===== src/caenc_pkg.sv =====
// Shared types, constants and polymod functions for the CashAddr address encoder.
package caenc_pkg;

	localparam int HASH_BYTES = 20;
	localparam int ADDR_CHARS = ((HASH_BYTES + 1) * 8 + 4) / 5 + 8;
	localparam int SEEN_W     = $clog2(HASH_BYTES + 1);
	localparam int QDEPTH     = 4;
	localparam int QPTR_W     = $clog2(QDEPTH);

	localparam logic [SEEN_W-1:0] SEEN_FULL = SEEN_W'(HASH_BYTES);
	localparam logic [SEEN_W-1:0] SEEN_LAST = SEEN_W'(HASH_BYTES - 1);
	localparam logic [7:0]        MIN_LEN   = 8'(ADDR_CHARS);
	localparam logic [7:0]        VER_P2SH  = 8'h08;
	localparam logic [7:0]        VER_P2PKH = 8'h00;

	typedef enum logic [1:0] {
		ST_OK  = 2'd0,
		ST_LEN = 2'd1,
		ST_CAP = 2'd2
	} status_t;

	typedef enum logic [0:0] {
		CFG_ADDR_TYPE = 1'b0,
		CFG_MAX_LEN   = 1'b1
	} cfg_index_t;

	typedef enum logic [1:0] {
		ENT_BYTE  = 2'd0,
		ENT_FINAL = 2'd1,
		ENT_ERR   = 2'd2
	} entry_kind_t;

	typedef enum logic [1:0] {
		BK_RUN,
		BK_ZERO,
		BK_CHK
	} bk_state_t;

	typedef struct packed {
		logic [7:0] hash_byte;
		logic       last_byte;
	} hash_item_t;

	typedef struct packed {
		logic [6:0] address_char;
		logic       last_char;
		status_t    status;
	} char_item_t;

	typedef struct packed {
		entry_kind_t kind;
		logic        first;
		logic [7:0]  version;
		logic [7:0]  data;
		status_t     status;
	} entry_t;

	localparam logic [39:0] GEN_POLY [5] = '{
		40'h98f2bc8e61, 40'h79b76d99e2, 40'hf33e5fb3c4,
		40'hae2eabe2a8, 40'h1e4f43e470
	};

	localparam logic [4:0] NET_PREFIX [11] = '{
		5'd2, 5'd9, 5'd20, 5'd3, 5'd15, 5'd9, 5'd14, 5'd3, 5'd1, 5'd19, 5'd8
	};

	localparam logic [6:0] CHARSET [32] = '{
		7'h71, 7'h70, 7'h7a, 7'h72, 7'h79, 7'h39, 7'h78, 7'h38,
		7'h67, 7'h66, 7'h32, 7'h74, 7'h76, 7'h64, 7'h77, 7'h30,
		7'h73, 7'h33, 7'h6a, 7'h6e, 7'h35, 7'h34, 7'h6b, 7'h68,
		7'h63, 7'h65, 7'h36, 7'h6d, 7'h75, 7'h61, 7'h37, 7'h6c
	};

	function automatic logic [39:0] bch_step(input logic [39:0] c);
		logic [4:0]  top;
		logic [39:0] r;
		top = c[39:35];
		r   = {c[34:0], 5'b0};
		for (int k = 0; k < 5; k++) begin
			if (top[k]) begin
				r = r ^ GEN_POLY[k];
			end
		end
		return r;
	endfunction

	function automatic logic [39:0] prefix_start();
		logic [39:0] c;
		c = 40'd1;
		for (int k = 0; k < 11; k++) begin
			c = bch_step(c) ^ {35'b0, NET_PREFIX[k]};
		end
		return bch_step(c);
	endfunction

	localparam logic [39:0] POLY_INIT = prefix_start();

endpackage


===== src/caenc_front.sv =====
// Front end: accepts hash bytes, tracks length, classifies kept items into queue entries.
module caenc_front (
	input  logic                  clk,
	input  logic                  arst_n,
	input  logic                  hash_valid,
	output logic                  hash_ready,
	input  caenc_pkg::hash_item_t hash_item,
	input  logic                  addr_type,
	input  logic [7:0]            max_len,
	input  logic                  q_full,
	output logic                  q_push,
	output caenc_pkg::entry_t     q_entry
);
	import caenc_pkg::*;

	logic [SEEN_W-1:0] seen_q, seen_d;
	logic              err_q, err_d;
	logic              accept;

	assign hash_ready = !q_full;
	assign accept     = hash_valid && !q_full;

	always_comb begin
		seen_d          = seen_q;
		err_d           = err_q;
		q_push          = 1'b0;
		q_entry.kind    = ENT_BYTE;
		q_entry.first   = (seen_q == '0);
		q_entry.version = addr_type ? VER_P2SH : VER_P2PKH;
		q_entry.data    = hash_item.hash_byte;
		q_entry.status  = ST_OK;
		if (accept) begin
			if (!hash_item.last_byte) begin
				if (!err_q) begin
					if (seen_q >= SEEN_FULL) begin
						err_d = 1'b1;
					end else begin
						q_push = 1'b1;
						seen_d = seen_q + SEEN_W'(1);
					end
				end
			end else begin
				q_push = 1'b1;
				seen_d = '0;
				err_d  = 1'b0;
				if (err_q || seen_q != SEEN_LAST) begin
					q_entry.kind   = ENT_ERR;
					q_entry.status = ST_LEN;
				end else if (max_len < MIN_LEN) begin
					q_entry.kind   = ENT_ERR;
					q_entry.status = ST_CAP;
				end else begin
					q_entry.kind = ENT_FINAL;
				end
			end
		end
	end

	always_ff @(posedge clk or negedge arst_n) begin
		if (!arst_n) begin
			seen_q <= '0;
			err_q  <= 1'b0;
		end else begin
			seen_q <= seen_d;
			err_q  <= err_d;
		end
	end

endmodule


===== src/caenc_queue.sv =====
// Short entry queue between the front end and the symbol back end.
module caenc_queue (
	input  logic              clk,
	input  logic              arst_n,
	input  logic              push,
	input  caenc_pkg::entry_t push_entry,
	output logic              full,
	output logic              valid,
	output caenc_pkg::entry_t head,
	input  logic              pop
);
	import caenc_pkg::*;

	entry_t             mem_q [QDEPTH];
	logic [QPTR_W-1:0]  wr_q, rd_q;
	logic [QPTR_W:0]    count_q;

	assign full  = (count_q == (QPTR_W+1)'(QDEPTH));
	assign valid = (count_q != '0);
	assign head  = mem_q[rd_q];

	always_ff @(posedge clk) begin
		if (push) begin
			mem_q[wr_q] <= push_entry;
		end
	end

	always_ff @(posedge clk or negedge arst_n) begin
		if (!arst_n) begin
			wr_q    <= '0;
			rd_q    <= '0;
			count_q <= '0;
		end else begin
			if (push) begin
				wr_q <= wr_q + QPTR_W'(1);
			end
			if (pop) begin
				rd_q <= rd_q + QPTR_W'(1);
			end
			if (push && !pop) begin
				count_q <= count_q + (QPTR_W+1)'(1);
			end else if (pop && !push) begin
				count_q <= count_q - (QPTR_W+1)'(1);
			end
		end
	end

endmodule


===== src/caenc_back.sv =====
// Back end: regroups bits into symbols, runs the polymod, emits characters or errors.
module caenc_back (
	input  logic                  clk,
	input  logic                  arst_n,
	input  logic                  q_valid,
	input  caenc_pkg::entry_t     q_head,
	output logic                  q_pop,
	output logic                  char_valid,
	input  logic                  char_ready,
	output caenc_pkg::char_item_t char_item
);
	import caenc_pkg::*;

	bk_state_t   state_q, state_d;
	logic [11:0] acc_q, acc_d;
	logic [3:0]  held_q, held_d;
	logic [39:0] poly_q, poly_d;
	logic [7:0]  pend_q, pend_d;
	logic        pend_v_q, pend_v_d;
	logic        fin_q, fin_d;
	logic [2:0]  cnt_q, cnt_d;
	logic        out_valid_q;
	char_item_t  out_item_q;
	logic        out_free;
	logic        emit;
	char_item_t  emit_item;
	logic        have_src;
	logic [11:0] src_acc;
	logic [3:0]  src_held;
	logic [2:0]  sh;
	logic [4:0]  sym;
	logic [4:0]  pad_sym;

	assign out_free   = !out_valid_q || char_ready;
	assign char_valid = out_valid_q;
	assign char_item  = out_item_q;

	always_comb begin
		state_d   = state_q;
		acc_d     = acc_q;
		held_d    = held_q;
		poly_d    = poly_q;
		pend_d    = pend_q;
		pend_v_d  = pend_v_q;
		fin_d     = fin_q;
		cnt_d     = cnt_q;
		q_pop     = 1'b0;
		emit      = 1'b0;
		emit_item = '{address_char: '0, last_char: 1'b0, status: ST_OK};
		have_src  = 1'b0;
		src_acc   = acc_q;
		src_held  = held_q;
		sh        = '0;
		sym       = '0;
		pad_sym   = 5'(acc_q[4:0] << (3'd5 - held_q[2:0]));
		unique case (state_q)
			BK_RUN: begin
				if (out_free) begin
					if (held_q >= 4'd5) begin
						have_src = 1'b1;
					end else if (pend_v_q) begin
						have_src = 1'b1;
						src_acc  = {acc_q[3:0], pend_q};
						src_held = held_q + 4'd8;
						pend_v_d = 1'b0;
					end else if (fin_q) begin
						if (held_q != '0) begin
							emit                   = 1'b1;
							emit_item.address_char = CHARSET[pad_sym];
							poly_d                 = bch_step(poly_q) ^ {35'b0, pad_sym};
						end
						acc_d   = '0;
						held_d  = '0;
						fin_d   = 1'b0;
						cnt_d   = '0;
						state_d = BK_ZERO;
					end else if (q_valid) begin
						q_pop = 1'b1;
						case (q_head.kind) inside
							ENT_BYTE, ENT_FINAL: begin
								have_src = 1'b1;
								fin_d    = (q_head.kind == ENT_FINAL);
								src_held = held_q + 4'd8;
								if (q_head.first) begin
									src_acc  = {acc_q[3:0], q_head.version};
									pend_d   = q_head.data;
									pend_v_d = 1'b1;
								end else begin
									src_acc = {acc_q[3:0], q_head.data};
								end
							end
							default: begin
								emit             = 1'b1;
								emit_item.last_char = 1'b1;
								emit_item.status = q_head.status;
								poly_d           = POLY_INIT;
								acc_d            = '0;
								held_d           = '0;
								pend_v_d         = 1'b0;
								fin_d            = 1'b0;
							end
						endcase
					end
					if (have_src) begin
						sh                     = 3'(src_held - 4'd5);
						sym                    = 5'(src_acc >> sh);
						acc_d                  = src_acc & ((12'd1 << sh) - 12'd1);
						held_d                 = src_held - 4'd5;
						poly_d                 = bch_step(poly_q) ^ {35'b0, sym};
						emit                   = 1'b1;
						emit_item.address_char = CHARSET[sym];
					end
				end
			end
			BK_ZERO: begin
				poly_d = bch_step(poly_q);
				cnt_d  = cnt_q + 3'd1;
				if (cnt_q == 3'd7) begin
					poly_d  = bch_step(poly_q) ^ 40'd1;
					state_d = BK_CHK;
				end
			end
			BK_CHK: begin
				if (out_free) begin
					emit                   = 1'b1;
					emit_item.address_char = CHARSET[poly_q[39:35]];
					emit_item.last_char    = (cnt_q == 3'd7);
					poly_d                 = {poly_q[34:0], 5'b0};
					cnt_d                  = cnt_q + 3'd1;
					if (cnt_q == 3'd7) begin
						poly_d  = POLY_INIT;
						state_d = BK_RUN;
					end
				end
			end
			default: begin
				state_d = BK_RUN;
			end
		endcase
	end

	always_ff @(posedge clk or negedge arst_n) begin
		if (!arst_n) begin
			state_q     <= BK_RUN;
			acc_q       <= '0;
			held_q      <= '0;
			poly_q      <= POLY_INIT;
			pend_v_q    <= 1'b0;
			fin_q       <= 1'b0;
			cnt_q       <= '0;
			out_valid_q <= 1'b0;
		end else begin
			state_q  <= state_d;
			acc_q    <= acc_d;
			held_q   <= held_d;
			poly_q   <= poly_d;
			pend_v_q <= pend_v_d;
			fin_q    <= fin_d;
			cnt_q    <= cnt_d;
			if (emit) begin
				out_valid_q <= 1'b1;
			end else if (char_ready) begin
				out_valid_q <= 1'b0;
			end
		end
	end

	always_ff @(posedge clk) begin
		pend_q <= pend_d;
		if (emit) begin
			out_item_q <= emit_item;
		end
	end

endmodule


===== src/cashaddr_address_encoder_top.sv =====
// Top level of the CashAddr address encoder: configuration registers, front, queue and back.
//
//  channel | signals                          | item
//  hash    | hash_valid, hash_ready, hash_item | one hash byte, last_byte marks the end
//  char    | char_valid, char_ready, char_item | one address character or an error result
//  cfg     | cfg_valid, cfg_ready, cfg_index, cfg_data | register write, always ready
//
// The front takes one byte per cycle while the 4-entry queue has room.
// The back emits one character per cycle while char_ready is high and it has bits to
// encode; an address of 20 bytes gives 34 data characters, then 8 polymod zero steps
// that emit nothing, then 8 checksum characters.
// Reset clears length tracking, the queue and the back end to the prefix state.
// A stalled char channel holds the back end; the queue then fills and lowers hash_ready.
module cashaddr_address_encoder_top (
	input  logic                  clk,
	input  logic                  arst_n,
	input  logic                  hash_valid,
	output logic                  hash_ready,
	input  caenc_pkg::hash_item_t hash_item,
	output logic                  char_valid,
	input  logic                  char_ready,
	output caenc_pkg::char_item_t char_item,
	input  logic                  cfg_valid,
	output logic                  cfg_ready,
	input  caenc_pkg::cfg_index_t cfg_index,
	input  logic [7:0]            cfg_data
);
	import caenc_pkg::*;

	logic       addr_type_q;
	logic [7:0] max_len_q;
	logic       q_full;
	logic       q_push;
	logic       q_valid;
	logic       q_pop;
	entry_t     q_entry;
	entry_t     q_head;

	assign cfg_ready = 1'b1;

	always_ff @(posedge clk or negedge arst_n) begin
		if (!arst_n) begin
			addr_type_q <= 1'b0;
			max_len_q   <= MIN_LEN;
		end else if (cfg_valid) begin
			unique case (cfg_index)
				CFG_ADDR_TYPE: addr_type_q <= cfg_data[0];
				CFG_MAX_LEN:   max_len_q   <= cfg_data;
				default:       max_len_q   <= max_len_q;
			endcase
		end
	end

	caenc_front u_front (
		.clk        (clk),
		.arst_n     (arst_n),
		.hash_valid (hash_valid),
		.hash_ready (hash_ready),
		.hash_item  (hash_item),
		.addr_type  (addr_type_q),
		.max_len    (max_len_q),
		.q_full     (q_full),
		.q_push     (q_push),
		.q_entry    (q_entry)
	);

	caenc_queue u_queue (
		.clk        (clk),
		.arst_n     (arst_n),
		.push       (q_push),
		.push_entry (q_entry),
		.full       (q_full),
		.valid      (q_valid),
		.head       (q_head),
		.pop        (q_pop)
	);

	caenc_back u_back (
		.clk        (clk),
		.arst_n     (arst_n),
		.q_valid    (q_valid),
		.q_head     (q_head),
		.q_pop      (q_pop),
		.char_valid (char_valid),
		.char_ready (char_ready),
		.char_item  (char_item)
	);

	a_push_room: assert property (@(posedge clk) disable iff (!arst_n)
		q_push |-> !q_full && hash_valid)
		else $error("queue push without room");

	a_pop_data: assert property (@(posedge clk) disable iff (!arst_n)
		q_pop |-> q_valid)
		else $error("queue pop while empty");

	a_err_form: assert property (@(posedge clk) disable iff (!arst_n)
		char_valid && char_item.status != ST_OK
		|-> char_item.last_char && char_item.address_char == 7'd0)
		else $error("error result not final or carries a character");

endmodule

===== config.mk =====
export PLATFORM = sky130hd
export DESIGN_NAME = cashaddr_address_encoder_top
export DESIGN_NICKNAME = d
export VERILOG_FILES = /design/src/caenc_pkg.sv /design/src/caenc_front.sv /design/src/caenc_queue.sv /design/src/caenc_back.sv /design/src/cashaddr_address_encoder_top.sv
export SDC_FILE = /design/constraint.sdc
export NUM_CORES = 1
export LEC_CHECK = 0
export ABC_AREA = 1
export BUFFER_PORTS_ARGS = -buffer_cell sky130_fd_sc_hd__buf_2
export CORE_UTILIZATION = 57
export DETAILED_ROUTE_END_ITERATION = 10
export HOLD_SLACK_MARGIN = 0.06
export PLACE_DENSITY = 0.77
export SYNTH_ARGS = -nofsm -noshare
export SYNTH_HDL_FRONTEND = slang
export SYNTH_SLANG_ARGS = --single-unit

===== constraint.sdc =====
create_clock -name clk -period 3.2 [get_ports clk]
set_clock_uncertainty 0.15 [all_clocks]
set_input_delay 0.64 -clock clk [delete_from_list [all_inputs] [get_ports clk]]
set_output_delay 0.64 -clock clk [all_outputs]
set_load 0.03 [all_outputs]

==> out/metrics.yaml <==
outcome:
  status: "finished clean"
clock_tree:
  cts_num_sinks: 159
  cts_tree: "built"
  cts_made_buffers: 17
  root_buffer: "clkbuf_16"
  clock_latency_ns: 0.44
  cts_buffer_depth: 2
  h-tree-depth: 4
  clkSlewWorstSetupHoldPaths_ns: 0.07
floorplan:
  fp.dieW_um: 133
  start_util_pct: 59.0
  die_y_um: 133
  dieArea_um2: 17800
  rows: 47
  core_area_um2: 16700
  io_pins: 36
place:
  port_buffers: 34
  place_congestion: 0.900
  place_ws_ns: 0.0955
  dpl.hpwl_mm: 16.4
grt:
  grt_pass1_vias: 8277
  grt_max_degree: 56
  grt_remaining_overflow: 0
  antenna_found_initial: 0
  grt_pass1_wl_mm: 40.4
  grtUsageTotal_pct: 28.7
critical_path:
  r2r_setup_slack_ns: 0.24
  crit_end: "u_back.poly_q[9]"
  cp-end-kind: "flop"
  path_class: "reg2reg"
  crit_arrival_ns: 3.16
  r2r-end: "u_back.poly_q[9]"
  ff2ff_path_depth: 15
  required_ns: 3.40
  worstPathMaxFanout: 18
  setup.worst_path.start_class: "flop"
  r2r-start: "u_back.held_q[1]"
  crit_start: "u_back.held_q[1]"
logic_synthesis:
  synth_area_um2: 9850
  yosysMostFrequentCell: "nand2_1"
  synth_seq_cells: 159
  synth.distinct_cells: 48
  netlist.area_leader.share_pct: 22.6
  synth_common_cells: "nand2_1, inv_1, nor2_1"
  ys.flop_type: "edfxtp_1"
  synthCells: 1238
  synth_area_leaders: "edfxtp_1, dfrtp_1, nand2_1"
  synthesis.nets: 1283
  yosys_warnings: 0
  synth_edf_count: 74
  ys_seq_area_share_pct: 44.5
  syn_avg_cell_area_um2: 7.96
  synth_area_leader_cell: "edfxtp_1"
  synthArstFlopShare_pct: 53.5
layout:
  insertedDiodeCount: 0
  drive_gt1_share_pct: 16.1
  layout.nets: 1334
  area_growth_pct: 13.1
  utilization_pct: 66.7
timing:
  hold_viol_final: 0
  layout_min_cycle_time_ns: 2.96
  fin_ws_ns: 0.242
  slew_viol_final: 0
  setup_violations: 0
  worst_slew_pin_slew_ns: 0.774
  max_slew_margin_pct: 48.3
  max_clock_freq_mhz: 338
  grt_setup_unrepaired: "no"
  finalCritPeriodShare_pct: 92.4
  final.setup.tns_ns: 0
routing:
  dr.first_iter.drc_count: 808
  ant_nets: 0
  avgViaCountPerCell: 5.75
  drc_errors: 0
  dr.pass1.iters: 6
  routed_wl_mm: 24.0
  wire_per_inst_um: 15.8
  vias: 8747
worst_hold_path:
  min_path_type: "in2async"
job:
  maxCapViolCount: 0
[flip-flops by register name, indices dropped and copies added, names as in the netlist, 3 cells and up]
register	flops
u_back.held_q	4
max_len_q	7
u_back.pend_q	8
u_back.char_item	10
u_queue.count_q	3
u_back.cnt_q	3
u_back.poly_q	40
u_front.seen_q	5
u_queue.mem_q	56
u_back.acc_q	12
[kinds of logic after synthesis]
group | Yosys count | share of synthesized area, %
multiplexers | 7 | 0.800
flip-flops | 159 | 44.5
buffers and inverters | 183 | 7.66
AO/OA/AOI/OAI | 256 | 14.7
other | 1 | 0.0381
AND/OR/NAND/NOR | 543 | 23.5
XOR/XNOR | 67 | 5.96
adder cells (fa/ha/maj) | 22 | 2.87
[area by class of cell]
cell class,instances,area (um^2)
Inverter,131,500
Fill cell,1378,5560
Sequential cell,159,4380
Tap cell,220,275
Multi-Input combinational cell,897,4800
Timing Repair Buffer,83,566
Clock buffer,17,425
Clock inverter,15,193
[what timing repair did]
action / 4_1_cts / 5_1_grt
gates resized for setup: 0 / 22
endpoints found under the setup margin: 0 / 37
hold buffers: 0 / 0
hold endpoints to repair: 0 / 0
buffers inserted: 0 / 1
[layer usage]
metal  routed length (um)  GRT usage (%)  part of all wire, %  up-vias
met5                    0              0                    0        -
met4                  469           9.85                  2.0        0
met3                 1830           5.02                  7.6       48
met2                11300           46.4                   47      372
met1                10400           39.1                   43     4098
li1                     -              -                    -     4229
[layout by cell type (no fill, tap or decap), types with 17 or more instances in the layout]
cell type / count
xor2_1: 38
clkbuf_16: 17
buf_4: 48
nor2_1: 106
or2_2: 19
dfrtp_1: 57
o21ai_0: 105
inv_1: 120
ha_1: 21
xnor2_1: 29
nand3_1: 98
dfstp_2: 26
buf_2: 33
nand2_1: 274
edfxtp_1: 74
a21oi_1: 78
[worst max-delay path, cell delays in order, from the launching register on]
cell and delay [ns]:
dfrtp_1 0.39, inv_2 0.12, ha_1 0.19, inv_1 0.08
a21oi_2 0.20, nor2_4 0.09, buf_4 0.18, inv_1 0.10
nor2_2 0.05, nand2_1 0.11, nand2_1 0.16, inv_2 0.30
a21oi_1 0.08, buf_4 0.19, or2_2 0.29, a2bb2oi_1 0.19
[how the worst min path moves through the flow]
stage               startpoint              end  slack [ns]  depth (start not counted)
3_3_place_gp   u_back.cnt_q[2]  u_back.cnt_q[2]        0.32                          2
4_1_cts                 arst_n  u_back.acc_q[5]        0.08                          1
5_1_grt                 arst_n  u_back.acc_q[5]        0.11                          1
3_5_place_dp   u_back.cnt_q[2]  u_back.cnt_q[2]        0.33                          2
2_1_floorplan           arst_n      addr_type_q        0.19                          0
6_report                arst_n  u_back.acc_q[5]        0.06                          1
[through the flow]
stage | instances | cell area [um^2] | hold slack [ns]
after global placement | 1488 | 10400 | 0.317
after CTS | 1520 | 11000 | 0.0766
after global routing | 1522 | 11100 | 0.108
after detailed placement | 1488 | 10400 | 0.329
after floorplan | 1238 | 9860 | 0.194
final | 1522 | 11100 | 0.0582
Power is left out: the tool's default activity adds up to more than one toggle a clock period on the data nets, which glitch-free logic cannot reach.
